## src/hdl/drot_pkg.sv

```systemverilog
package drot_pkg;

    // item field widths
    localparam int unsigned NOW_W     = 32;
    localparam int unsigned SENSE_W   = 3;
    localparam int unsigned DEB_W     = 16;
    localparam int unsigned HOLD_W    = 24;
    localparam int unsigned CFG_IDX_W = 2;
    localparam int unsigned CFG_DAT_W = 24;

    // stream payload widths, rounded up to whole bytes
    localparam int unsigned IN_TDATA_W  = 40;
    localparam int unsigned OUT_TDATA_W = 16;

    // register indexes
    localparam logic [CFG_IDX_W-1:0] REG_SENSOR_ACTIVE_HIGH = 2'd0;
    localparam logic [CFG_IDX_W-1:0] REG_RELAY_ACTIVE_HIGH  = 2'd1;
    localparam logic [CFG_IDX_W-1:0] REG_DEBOUNCE_TIME      = 2'd2;
    localparam logic [CFG_IDX_W-1:0] REG_HOLD_TIME          = 2'd3;

    // register values after reset
    localparam logic              RST_SENSOR_ACTIVE_HIGH = 1'b0;
    localparam logic              RST_RELAY_ACTIVE_HIGH  = 1'b1;
    localparam logic [DEB_W-1:0]  RST_DEBOUNCE_TIME      = 16'd40;
    localparam logic [HOLD_W-1:0] RST_HOLD_TIME          = 24'd2000;

    // configuration seen by every channel
    typedef struct packed {
        logic              sensor_active_high;
        logic              relay_active_high;
        logic [DEB_W-1:0]  debounce_time;
        logic [HOLD_W-1:0] hold_time;
    } t_cfg;

    // per channel result of one sample
    typedef struct packed {
        logic level;
        logic opened;
        logic closed;
    } t_chan_evt;

endpackage

```

## src/hdl/drot_channel.sv

```systemverilog
module drot_channel (
    input  logic                              i_clk,
    input  logic                              i_rst_n,
    input  logic                              i_en,
    input  logic [drot_pkg::NOW_W-1:0]        i_now,
    input  logic                              i_raw,
    input  drot_pkg::t_cfg                    i_cfg,
    output drot_pkg::t_chan_evt               o_evt
);

    logic                       r_last_raw;
    logic                       r_stable;
    logic                       r_is_open;
    logic                       r_fired;
    logic [drot_pkg::NOW_W-1:0] r_change_stamp;
    logic [drot_pkg::NOW_W-1:0] r_open_stamp;

    logic                       n_last_raw;
    logic                       n_stable;
    logic                       n_is_open;
    logic                       n_fired;
    logic [drot_pkg::NOW_W-1:0] n_change_stamp;
    logic [drot_pkg::NOW_W-1:0] n_open_stamp;

    logic [drot_pkg::NOW_W-1:0] deb_age;
    logic [drot_pkg::NOW_W-1:0] open_age;
    logic                       detect;
    logic                       open_fire;
    logic                       open_mid;
    logic                       close_fire;

    // debounce: a change restarts the age, a settled level becomes stable
    always_comb begin
        n_last_raw     = i_raw;
        n_change_stamp = (i_raw != r_last_raw) ? i_now : r_change_stamp;
        deb_age        = i_now - n_change_stamp;
        n_stable       = (deb_age >= {{(drot_pkg::NOW_W-drot_pkg::DEB_W){1'b0}},
                                      i_cfg.debounce_time}) ? i_raw : r_stable;
    end

    // one-shot: open on fresh detection, close after the hold time
    always_comb begin
        detect       = (n_stable == i_cfg.sensor_active_high);
        open_fire    = detect && !r_fired;
        open_mid     = open_fire || r_is_open;
        n_open_stamp = open_fire ? i_now : r_open_stamp;
        open_age     = i_now - n_open_stamp;
        close_fire   = open_mid && (open_age >= {{(drot_pkg::NOW_W-drot_pkg::HOLD_W){1'b0}},
                                                 i_cfg.hold_time});
        n_is_open    = open_mid && !close_fire;
        n_fired      = detect;
    end

    // pin level and event flags for this sample
    always_comb begin
        o_evt.level  = n_is_open ? !i_cfg.relay_active_high : i_cfg.relay_active_high;
        o_evt.opened = open_fire;
        o_evt.closed = close_fire;
    end

    // channel state, advanced once per processed sample
    always_ff @(posedge i_clk) begin
        if (!i_rst_n) begin
            r_last_raw     <= 1'b0;
            r_stable       <= 1'b0;
            r_is_open      <= 1'b0;
            r_fired        <= 1'b0;
            r_change_stamp <= '0;
            r_open_stamp   <= '0;
        end else if (i_en) begin
            r_last_raw     <= n_last_raw;
            r_stable       <= n_stable;
            r_is_open      <= n_is_open;
            r_fired        <= n_fired;
            r_change_stamp <= n_change_stamp;
            r_open_stamp   <= n_open_stamp;
        end
    end

endmodule

```

## src/hdl/debounced_oneshot_relay_timer.sv

```systemverilog
// path: an accepted request passes the input register, then the result register
// holding the channel outputs, before it leaves as a result
// throughput: one request per cycle unless a stalled result holds it back; the
// per channel subtract and compare between the two registers is the only work path
// reset: synchronous active low i_rst_n empties both registers, clears all
// channel state (every relay closed) and loads the register defaults
module debounced_oneshot_relay_timer #(
    parameter int unsigned CHANNELS = 3
) (
    input  logic                                i_clk,
    input  logic                                i_rst_n,
    // sample requests
    input  logic                                s_axis_tvalid,
    output logic                                s_axis_tready,
    // now_ms [31:0], raw_sensors [34:32], zero fill [39:35]
    input  logic [drot_pkg::IN_TDATA_W-1:0]     s_axis_tdata,
    // results
    output logic                                m_axis_tvalid,
    input  logic                                m_axis_tready,
    // relay_levels [2:0], open_events [5:3], close_events [8:6], zero fill [15:9]
    output logic [drot_pkg::OUT_TDATA_W-1:0]    m_axis_tdata,
    // register writes
    input  logic                                i_cfg_we,
    input  logic [drot_pkg::CFG_IDX_W-1:0]      i_cfg_idx,
    input  logic [drot_pkg::CFG_DAT_W-1:0]      i_cfg_wdata
);

    localparam int unsigned FW = drot_pkg::SENSE_W;

    drot_pkg::t_cfg               r_cfg;
    logic                         r_in_valid;
    logic [drot_pkg::NOW_W-1:0]   r_in_now;
    logic [FW-1:0]                r_in_raw;
    logic                         r_out_valid;
    logic [FW-1:0]                r_out_levels;
    logic [FW-1:0]                r_out_opened;
    logic [FW-1:0]                r_out_closed;

    logic                         fire;
    logic                         take;
    drot_pkg::t_chan_evt          chan_evt [CHANNELS];
    logic [FW-1:0]                n_levels;
    logic [FW-1:0]                n_opened;
    logic [FW-1:0]                n_closed;

    // handshake: process when the result register is free or being drained
    assign fire          = r_in_valid && (!r_out_valid || m_axis_tready);
    assign s_axis_tready = !r_in_valid || fire;
    assign take          = s_axis_tvalid && s_axis_tready;

    // register file
    always_ff @(posedge i_clk) begin
        if (!i_rst_n) begin
            r_cfg.sensor_active_high <= drot_pkg::RST_SENSOR_ACTIVE_HIGH;
            r_cfg.relay_active_high  <= drot_pkg::RST_RELAY_ACTIVE_HIGH;
            r_cfg.debounce_time      <= drot_pkg::RST_DEBOUNCE_TIME;
            r_cfg.hold_time          <= drot_pkg::RST_HOLD_TIME;
        end else if (i_cfg_we) begin
            case (i_cfg_idx)
                drot_pkg::REG_SENSOR_ACTIVE_HIGH: r_cfg.sensor_active_high <= i_cfg_wdata[0];
                drot_pkg::REG_RELAY_ACTIVE_HIGH:  r_cfg.relay_active_high  <= i_cfg_wdata[0];
                drot_pkg::REG_DEBOUNCE_TIME:
                    r_cfg.debounce_time <= i_cfg_wdata[drot_pkg::DEB_W-1:0];
                drot_pkg::REG_HOLD_TIME:
                    r_cfg.hold_time <= i_cfg_wdata[drot_pkg::HOLD_W-1:0];
                default: ;
            endcase
        end
    end

    // input register
    always_ff @(posedge i_clk) begin
        if (!i_rst_n) begin
            r_in_valid <= 1'b0;
        end else if (take) begin
            r_in_valid <= 1'b1;
        end else if (fire) begin
            r_in_valid <= 1'b0;
        end
    end

    always_ff @(posedge i_clk) begin
        if (take) begin
            r_in_now <= s_axis_tdata[drot_pkg::NOW_W-1:0];
            r_in_raw <= s_axis_tdata[drot_pkg::NOW_W +: FW];
        end
    end

    // channel datapaths; channels past the field width see a low raw level
    for (genvar g = 0; g < CHANNELS; g++) begin : g_chan
        logic raw_bit;
        if (g < FW) begin : g_raw
            assign raw_bit = r_in_raw[g];
        end else begin : g_zero
            assign raw_bit = 1'b0;
        end

        drot_channel u_channel (
            .i_clk   (i_clk),
            .i_rst_n (i_rst_n),
            .i_en    (fire),
            .i_now   (r_in_now),
            .i_raw   (raw_bit),
            .i_cfg   (r_cfg),
            .o_evt   (chan_evt[g])
        );
    end

    // gather the visible channels into the result fields
    for (genvar j = 0; j < FW; j++) begin : g_out
        if (j < CHANNELS) begin : g_used
            assign n_levels[j] = chan_evt[j].level;
            assign n_opened[j] = chan_evt[j].opened;
            assign n_closed[j] = chan_evt[j].closed;
        end else begin : g_unused
            assign n_levels[j] = 1'b0;
            assign n_opened[j] = 1'b0;
            assign n_closed[j] = 1'b0;
        end
    end

    // result register
    always_ff @(posedge i_clk) begin
        if (!i_rst_n) begin
            r_out_valid <= 1'b0;
        end else if (fire) begin
            r_out_valid <= 1'b1;
        end else if (m_axis_tready) begin
            r_out_valid <= 1'b0;
        end
    end

    always_ff @(posedge i_clk) begin
        if (fire) begin
            r_out_levels <= n_levels;
            r_out_opened <= n_opened;
            r_out_closed <= n_closed;
        end
    end

    assign m_axis_tvalid = r_out_valid;
    assign m_axis_tdata  = {{(drot_pkg::OUT_TDATA_W - 3*FW){1'b0}},
                            r_out_closed, r_out_opened, r_out_levels};

endmodule

```

## config.mk

```make
export PLATFORM = sky130hd
export DESIGN_NAME = debounced_oneshot_relay_timer
export DESIGN_NICKNAME = d
export VERILOG_FILES = /design/src/hdl/drot_pkg.sv /design/src/hdl/drot_channel.sv /design/src/hdl/debounced_oneshot_relay_timer.sv
export SDC_FILE = /design/constraint.sdc
export NUM_CORES = 1
export LEC_CHECK = 0
export BUFFER_PORTS_ARGS = -buffer_cell sky130_fd_sc_hd__buf_2
export CAP_MARGIN = 20
export CORE_ASPECT_RATIO = 2
export CORE_MARGIN = 3
export CORE_UTILIZATION = 45
export CTS_BUF_LIST = sky130_fd_sc_hd__clkbuf_2
export CTS_CLUSTER_SIZE = 20
export DETAILED_ROUTE_END_ITERATION = 8
export GPL_ROUTABILITY_DRIVEN = 1
export SYNTH_ARGS = -nofsm -noshare
export SYNTH_HDL_FRONTEND = slang
export SYNTH_SLANG_ARGS = --single-unit
```

## constraint.sdc

```tcl
create_clock -name i_clk -period 29.2 [get_ports i_clk]
set_input_delay 5.84 -clock i_clk [delete_from_list [all_inputs] [get_ports i_clk]]
set_output_delay 5.84 -clock i_clk [all_outputs]
set_load 0.02 [all_outputs]
```

==> metrics.md, run 1 <==
| Metric | Value |
|---|---|
| Outcome | finished, final reports clean |
| Flop2flop setup slack | between 15 and 20 ns |
| Critical path startpoint category | flop |
| Global-route wire length before repair | approximately 130 mm |
| Most common cell after layout, fill and taps aside | a21oi_1 |
| Min Tclk post-route | ~14 ns |
| Routed wire length | 83.11 mm |
| Placed Cells | ~4,000 |
| Final instance count without filler cells | 4,020 |
| Worst Setup End Kind | flop |
| Achievable Freq | 72.54 MHz |
| Detailed Place HPWL | between 60 and 70 mm |
| Clk Latency, worst-skew pair | about 1.1 ns |
| Total of max-cap violations | 0 |
| First-pass detailed-route iteration total | 6 |
| Vias per std cell | ~6.0 |
| Slew @ Worst Pin | approximately 1.2 ns |
| Cell mode on critical path | o21ai_0 |
| Share of cells above drive strength 1 | 0.08519 |
| Synth Register Bits | about 290 |
| CP Launch Point | r_in_raw[1]$_DFFE_PP_ |
| Residual DRC | 0 |
| Initial Utilization | 0.4582 |
| Setup TNS after final layout | 0 ns |
| CP max stage delay | around 0.84 ns |
| Worst Hold End | r_cfg[17]$_SDFFE_PN0P_ |
| Most frequent cells in the layout | a21oi_1 (331), nand2_1 (298), ha_1 (279) |
| Crit Path Max Fanout | 39 |
| Unrepaired setup endpoints after global routing | no |
| Tot Pwr | approximately 1.4 mW |
| DRT iter0 DRCs | about 1,400 |
| Initial antenna violation count | 2 |
| WL/cell | between 20 and 25 um |
| Die X | 174.4 um |
| Area leader, netlist | dfxtp_1 |
| Total GRT Usage | 0.2702 |
| Post-layout nets | between 3,000 and 4,000 |
| Setup bufs post-CTS | 0 |
| Hold Crit Depth | 2 |
| Worst Path Arrival | between 10 and 15 ns |
| Slowest-stage cell, CP | edfxtp_1 |
| Syn avg cell area | 8.023 sq um |
| Cell count after synthesis | around 3,200 |
| Hold Fails Final Rpt | 0 |
| Reg2Reg Depth | 47 |
| PostCTS Resize Cnt | 0 |
| Part of the cycle the worst path needs | 0.4721 |
| Power Density | a little under 50 nW/um^2 |
| Ys async rst share | 0 |
| CTS tree | built |
| Num CTS Buffers | between 70 and 80 |
| I/O Buffers | 76 |
| Max VDD drop | 0.00003042 V |
| Hold_sp | r_cfg[17]$_SDFFE_PN0P_ |
| HP Class | flop to flop |
| Clock buffer depth | 3 |
| Top-area cell type share of the netlist area | 0.1945 |
| Routed Antenna Nets | 0 |
| # IOs | 89 |
| Root Buffer | clkbuf_2 |
| Final Max Slew Viols | 0 |
| Synth cell types | 93 |
| Vias in the first global route | 24,390 |
| Relative slew slack | 0.1717 |
| Via Count | 24,180 |
| Die area | between 50,000 and 60,000 sq um |
| Total grt overflow | 0 |
| WHS | 0.4606 ns |
| R2r startpoint | r_in_raw[1]$_DFFE_PP_ |
| Setup Skew | approximately 0.11 ns |
| Largest net degree at the start of global routing | 150 |
| Rows | 122 |
| RePlAce Congestion | around 0.97 |
| Top post-synthesis cells by area | dfxtp_1 (19%), ha_1 (14%), mux2i_1 (7.9%) |
| Part of the Yosys area used for sequential elements | 0.2462 |
| Syn-to-layout area delta | 6.504% |
| Synth warnings | 0 |
| Worst-path clk slew | about 0.09 ns |
| Static Leak | approximately 11 nW |
| Ys flop type | dfxtp_1 |
| Post-synth EDFFs | 44 |
| H-tree Lvls | 3 |
| Clk sinks | slightly below 300 |
| Height of the chip | ~340 um |
| Final setup fails | 0 |
| Post-Syn Area | ~26,000 sq um |
| Data required, critical path | roughly 30 ns |
| Critical register-to-register path endpoint | r_out_closed[1]$_DFFE_PP_ |
| Core area | 55,720 sq um |
| WS Path Type | flop to flop |
| CTS Hold Bufs | 0 |
==> stage by stage <==
| stage | area [sq um] | util | worst slack, ns |
|---|---|---|---|
| final | 27190 | 0.4880 | 15.41 |
| after global routing | 27190 | 0.4880 | 14.57 |
| after detailed placement | 26510 | 0.4758 | 15.58 |
| after floorplan | 25550 | - | 17.17 |
| after global placement | 26510 | 0.4758 | 15.63 |
| after CTS | 27160 | 0.4875 | 15.49 |
==> critical path: cells and delay by family (launching register included) <==
kind                       cells  cell delay, ns
DFF                            1            0.84
adders and majority gates      4            1.36
AOI/OAI and AO/OA             22            5.73
buffers and inverters          2            1.03
and+or+nand+nor               16            3.62
muxes                          2            0.64
xor gates and xnor gates       1            0.16
==> synthesized netlist by cell type, types with 20 or more instances <==
library cell  instances
inv_1               115
o211ai_1             32
a211oi_1             81
xnor2_1              90
clkbuf_1            111
a21oi_1             331
a31oi_1              32
o21ai_0             198
nand2b_1             67
nor3_1               37
buf_2                20
o21a_1               26
and2_1               22
xor2_1               54
nand4_1              39
mux2i_1             202
a21o_1              106
ha_1                279
nand2_1             301
edfxtp_1             44
o21bai_1             24
dfxtp_1             248
nor2b_1              51
nor2_1              260
nand3_1              60
==> report_power, final <==
| part | total (mW) | internal (mW) | switching [mW] |
|---|---|---|---|
| logic | 0.610 | 0.245 | 0.364 |
| clock network | 0.294 | 0.0992 | 0.195 |
| registers | 0.449 | 0.431 | 0.0180 |
==> worst max path at each step <==
| stage | to | slack [ns] |
|---|---|---|
| 2_1_floorplan | s_axis_tready | 17.17 |
| 3_3_place_gp | r_out_closed[1]$_DFFE_PP_ | 15.63 |
| 3_5_place_dp | r_out_closed[1]$_DFFE_PP_ | 15.58 |
| 4_1_cts | r_out_closed[1]$_DFFE_PP_ | 15.49 |
| 5_1_grt | r_out_closed[1]$_DFFE_PP_ | 14.57 |
| 6_report | r_out_closed[1]$_DFFE_PP_ | 15.41 |
==> registers in the layout, summed over array words and instances (netlist names), 32 cells and up <==
signal                           cells
r_cfg                               42
g_chan.u_channel.r_open_stamp       96
g_chan.u_channel.r_change_stamp     96
r_in_now                            32
==> cells by family (layout without fill, tap and decap cells) <==
kind of cell / Yosys count / count (layout) / synth area share
compound gates: 1012 / 1012 / 0.2532
simple gates: 943 / 943 / 0.1753
fa+ha+maj: 300 / 300 / 0.1462
flops: 292 / 292 / 0.2462
buf+inv: 279 / 366 / 0.04553
mux: 207 / 207 / 0.08141
xor+xnor: 148 / 148 / 0.05195
other cells: 1 / 8 / 0.0001469
==> cell type report <==
class | instances | area, sq um
clock buffer | 107 | 535.5
multi-input combinational | 2617 | 18180
sequential | 292 | 6286
clock inverter | 26 | 116.4
tap | 744 | 930.9
timing repair buffer | 116 | 690.7
antenna | 1 | 2.502
fill | 5481 | 28530
inverter | 117 | 451.7
==> metal layers <==
layer | up-vias | global-route usage | part of all wire
met4 | 0 | 0.1755 | 0.069
met1 | 11430 | 0.2599 | 0.35
met5 | - | 0 | 0
met2 | 657 | 0.5339 | 0.54
met3 | 290 | 0.02935 | 0.037
li1 | 11810 | - | -
(Power assumes the default switching activity.)
==> run 2, diff against run 1 <==
--- a/config.mk
+++ b/config.mk
@@ -5,6 +5,7 @@
 export SDC_FILE = /design/constraint.sdc
 export NUM_CORES = 1
 export LEC_CHECK = 0
+export ABC_AREA = 1
 export BUFFER_PORTS_ARGS = -buffer_cell sky130_fd_sc_hd__buf_2
 export CAP_MARGIN = 20
 export CORE_ASPECT_RATIO = 2
==> constraint.sdc (replaced) <==
create_clock -name i_clk -period 12.6 [get_ports i_clk]
set_input_delay 2.52 -clock i_clk [delete_from_list [all_inputs] [get_ports i_clk]]
set_output_delay 2.52 -clock i_clk [all_outputs]
set_load 0.02 [all_outputs]
==> metrics.md, run 2 <==
| Metric | Value |
|---|---|
| Clk Latency, worst-skew pair | roughly 1.3 ns |
| H-tree Lvls | 3 |
| Top post-synthesis cells by area | dfxtp_1 (18%), nand2_1 (14%), ha_1 (13%) |
| Total GRT Usage | 0.3170 |
| Clock buffer depth | 3 |
| Outcome | finished, final reports clean |
| Area leader, netlist | dfxtp_1 |
| Register area | 6286 sq um |
| HP Class | flop to flop |
| Most common cell after layout, fill and taps aside | nand2_1 |
| Placed Cells | 5,090 |
| Most frequent cells in the layout | nand2_1 (1,029), inv_1 (729), a21oi_1 (375) |
| Slowest-stage cell, CP | nor3_1 |
| Clock power share | 0.204 |
| Post-synth top cells | nand2_1 (1,030), inv_1 (731), a21oi_1 (375) |
| Worst-path clk slew | ~0.12 ns |
| Share of cells above drive strength 1 | 0.1017 |
| Largest net degree at the start of global routing | 147 |
| Tot Pwr | ~3.7 mW |
| Psw | 1.769 mW |
| Vias in the first global route | 27,530 |
| Biggest regs | g_chan.u_channel.r_change_stamp x96, g_chan.u_channel.r_open_stamp x96, r_cfg x42 |
| Final instance count without filler cells | roughly 5,200 |
| Setup TNS after final layout | 0 ns |
| Die X | ~180 um |
| Hold Fails Final Rpt | 0 |
| Synth cell types | 51 |
| Setup bufs post-CTS | 0 |
| Max VDD drop | around 0.000076 V |
| Height of the chip | around 360 um |
| Synth warnings | 0 |
| Multi-input gate area | 18,080 sq um |
| Gate power share | 0.509 |
| Finished Core Util | 0.4840 |
| Routed wire length | approximately 100 mm |
| Rows | approximately 130 |
| Power Density | approximately 130 nW/um^2 |
| Initial Utilization | 0.4562 |
| Part of the Yosys area used for sequential elements | 0.2252 |
| Part of the cycle the worst path needs | 0.8627 |
| Synth Register Bits | 292 |
| Clk sinks | 292 |
| Cell mode on critical path | nand2_1 |
| Die area | roughly 65,000 sq um |
| Syn avg cell area | 6.452 sq um |
| Top-count cell post-synth | nand2_1 |
| # IOs | 89 |
| Syn-to-layout area delta | 6.097% |
| DRT iter0 DRCs | ~1,800 |
| Worst Path Arrival | 11.91 ns |
| I/O Buffers | 76 |
| RePlAce Congestion | around 1.0 |
| Data required, critical path | 13.64 ns |
| Ys async rst share | 0 |
| Total grt overflow | 0 |
| Final worst slack | 1.730 ns |
| WL/cell | ~20 um |
| Achievable Freq | 91.99 MHz |
| Residual DRC | 0 |
| Post-layout nets | around 4,700 |
| Critical path startpoint category | flop |
| Crit Path Max Fanout | between 60 and 70 |
| Detailed Place HPWL | roughly 80 mm |
| Worst Setup End Kind | flop |
| PostCTS Resize Cnt | 0 |
| Pre-CTS setup slack | roughly 1.8 ns |
| Via Count | approximately 29,000 |
| Min Tclk post-route | 10.87 ns |
| Final Max Slew Viols | 0 |
| Root Buffer | clkbuf_2 |
| Core area | 61,180 sq um |
| Relative slew slack | 0.2971 |
| Ys flop type | dfxtp_1 |
| Sequential power share | 0.287 |
| Final setup fails | 0 |
| CP max stage delay | 0.67 ns |
| CTS tree | built |
| Top-area cell type share of the netlist area | 0.1779 |
| Post-synth EDFFs | 44 |
| Num CTS Buffers | just under 80 |
| CTS Hold Bufs | 0 |
| Internal power | 1.936 mW |
| Cell count after synthesis | 4,326 |
| Routed Antenna Nets | 0 |
| Unrepaired setup endpoints after global routing | no |
| First-pass detailed-route iteration total | 6 |
| Initial antenna violation count | 4 |
| Total of max-cap violations | 0 |
| Static Leak | between 15 and 20 nW |
| Slew @ Worst Pin | between 1 and 1.5 ns |
| Setup Skew | 0.1070 ns |
| Fillers | about 6,600 |
| Global-route wire length before repair | around 160 mm |
| Post-Syn Area | roughly 28,000 sq um |
| Switching power share of the total | 0.4775 |
| Vias per std cell | 5.454 |
| WS Path Type | flop to flop |
## run 2: cell types whose count changed after synthesis, moves of 64 or more
cell / before / now
nand2_1: 301 / 1030
o21ai_2: 0 / 84
o21ai_0: 198 / 262
a211oi_1: 81 / 11
nand2b_1: 67 / 0
mux2i_1: 202 / 0
inv_1: 115 / 731
nand3_1: 60 / 198
a21o_1: 106 / 4
o211ai_1: 32 / 157
## run 2: layout make-up
type / count / share of cell area
Sequential cell: 292 / 0.2123
Multi-Input combinational cell: 3157 / 0.6105
Timing Repair Buffer: 110 / 0.02235
Inverter: 752 / 0.09621
Antenna cell: 5 / 0.0004225
Tap cell: 780 / 0.03296
Clock buffer: 109 / 0.01842
Clock inverter: 34 / 0.006845
## run 2: kinds of logic after synthesis
logic type,after synthesis,share of synthesized area
compound gates,992,0.2128
buf+inv,883,0.1281
xor+xnor,123,0.03860
simple gates,1753,0.2679
other cells,1,0.0001344
flops,292,0.2252
fa+ha+maj,282,0.1272
## run 2: path summary, 6_finish.rpt
path	start	to	slack, ns	depth (start not counted)
hold reg to reg	g_chan[0].u_channel.r_change_stamp[12]$_SDFFE_PN0P_	g_chan[0].u_channel.r_change_stamp[12]$_SDFFE_PN0P_	0.51	2
hold / removal	g_chan[0].u_channel.r_change_stamp[12]$_SDFFE_PN0P_	g_chan[0].u_channel.r_change_stamp[12]$_SDFFE_PN0P_	0.51	2
setup reg to reg	r_in_raw[1]$_DFFE_PP_	r_out_levels[1]$_DFFE_PP_	1.73	58
setup / recovery	r_in_raw[1]$_DFFE_PP_	r_out_levels[1]$_DFFE_PP_	1.73	58
## run 2: power by group through the flow
stage / sequential [mW] / clock (mW) / combinational (mW)
floorplan: 1.07 / 0 / 1.37
global placement: 1.08 / 0 / 1.85
detailed placement: 1.08 / 0 / 1.86
CTS: 1.06 / 0.785 / 1.87
global route: 1.07 / 0.822 / 2.12
finish: 1.06 / 0.756 / 1.89
## run 2: metrics by stage
stage / hold WS [ns] / instance area, sq um
after floorplan: 0.4675 / 27930
after global placement: 0.4800 / 28820
after detailed placement: 0.4803 / 28820
after CTS: 0.5141 / 29570
after global routing: 0.5338 / 29610
final: 0.5102 / 29610
## run 2: critical path, delay by kind of cell, from the launching register on
family | cells | cell delay [ns]
xor gates and xnor gates | 2 | 0.35
DFF | 1 | 0.45
and+or+nand+nor | 32 | 4.75
adders and majority gates | 5 | 1.24
AOI/OAI and AO/OA | 12 | 2.74
buffers and inverters | 7 | 1.05
## run 2: per-layer routing
metal  track usage  share of wire  vias to the layer above
met3       0.04191          0.038                      380
met5             0              0                        -
met2        0.5726           0.50                      786
met4        0.2809           0.11                        0
li1              -              -                    14390
met1        0.3142           0.36                    13020
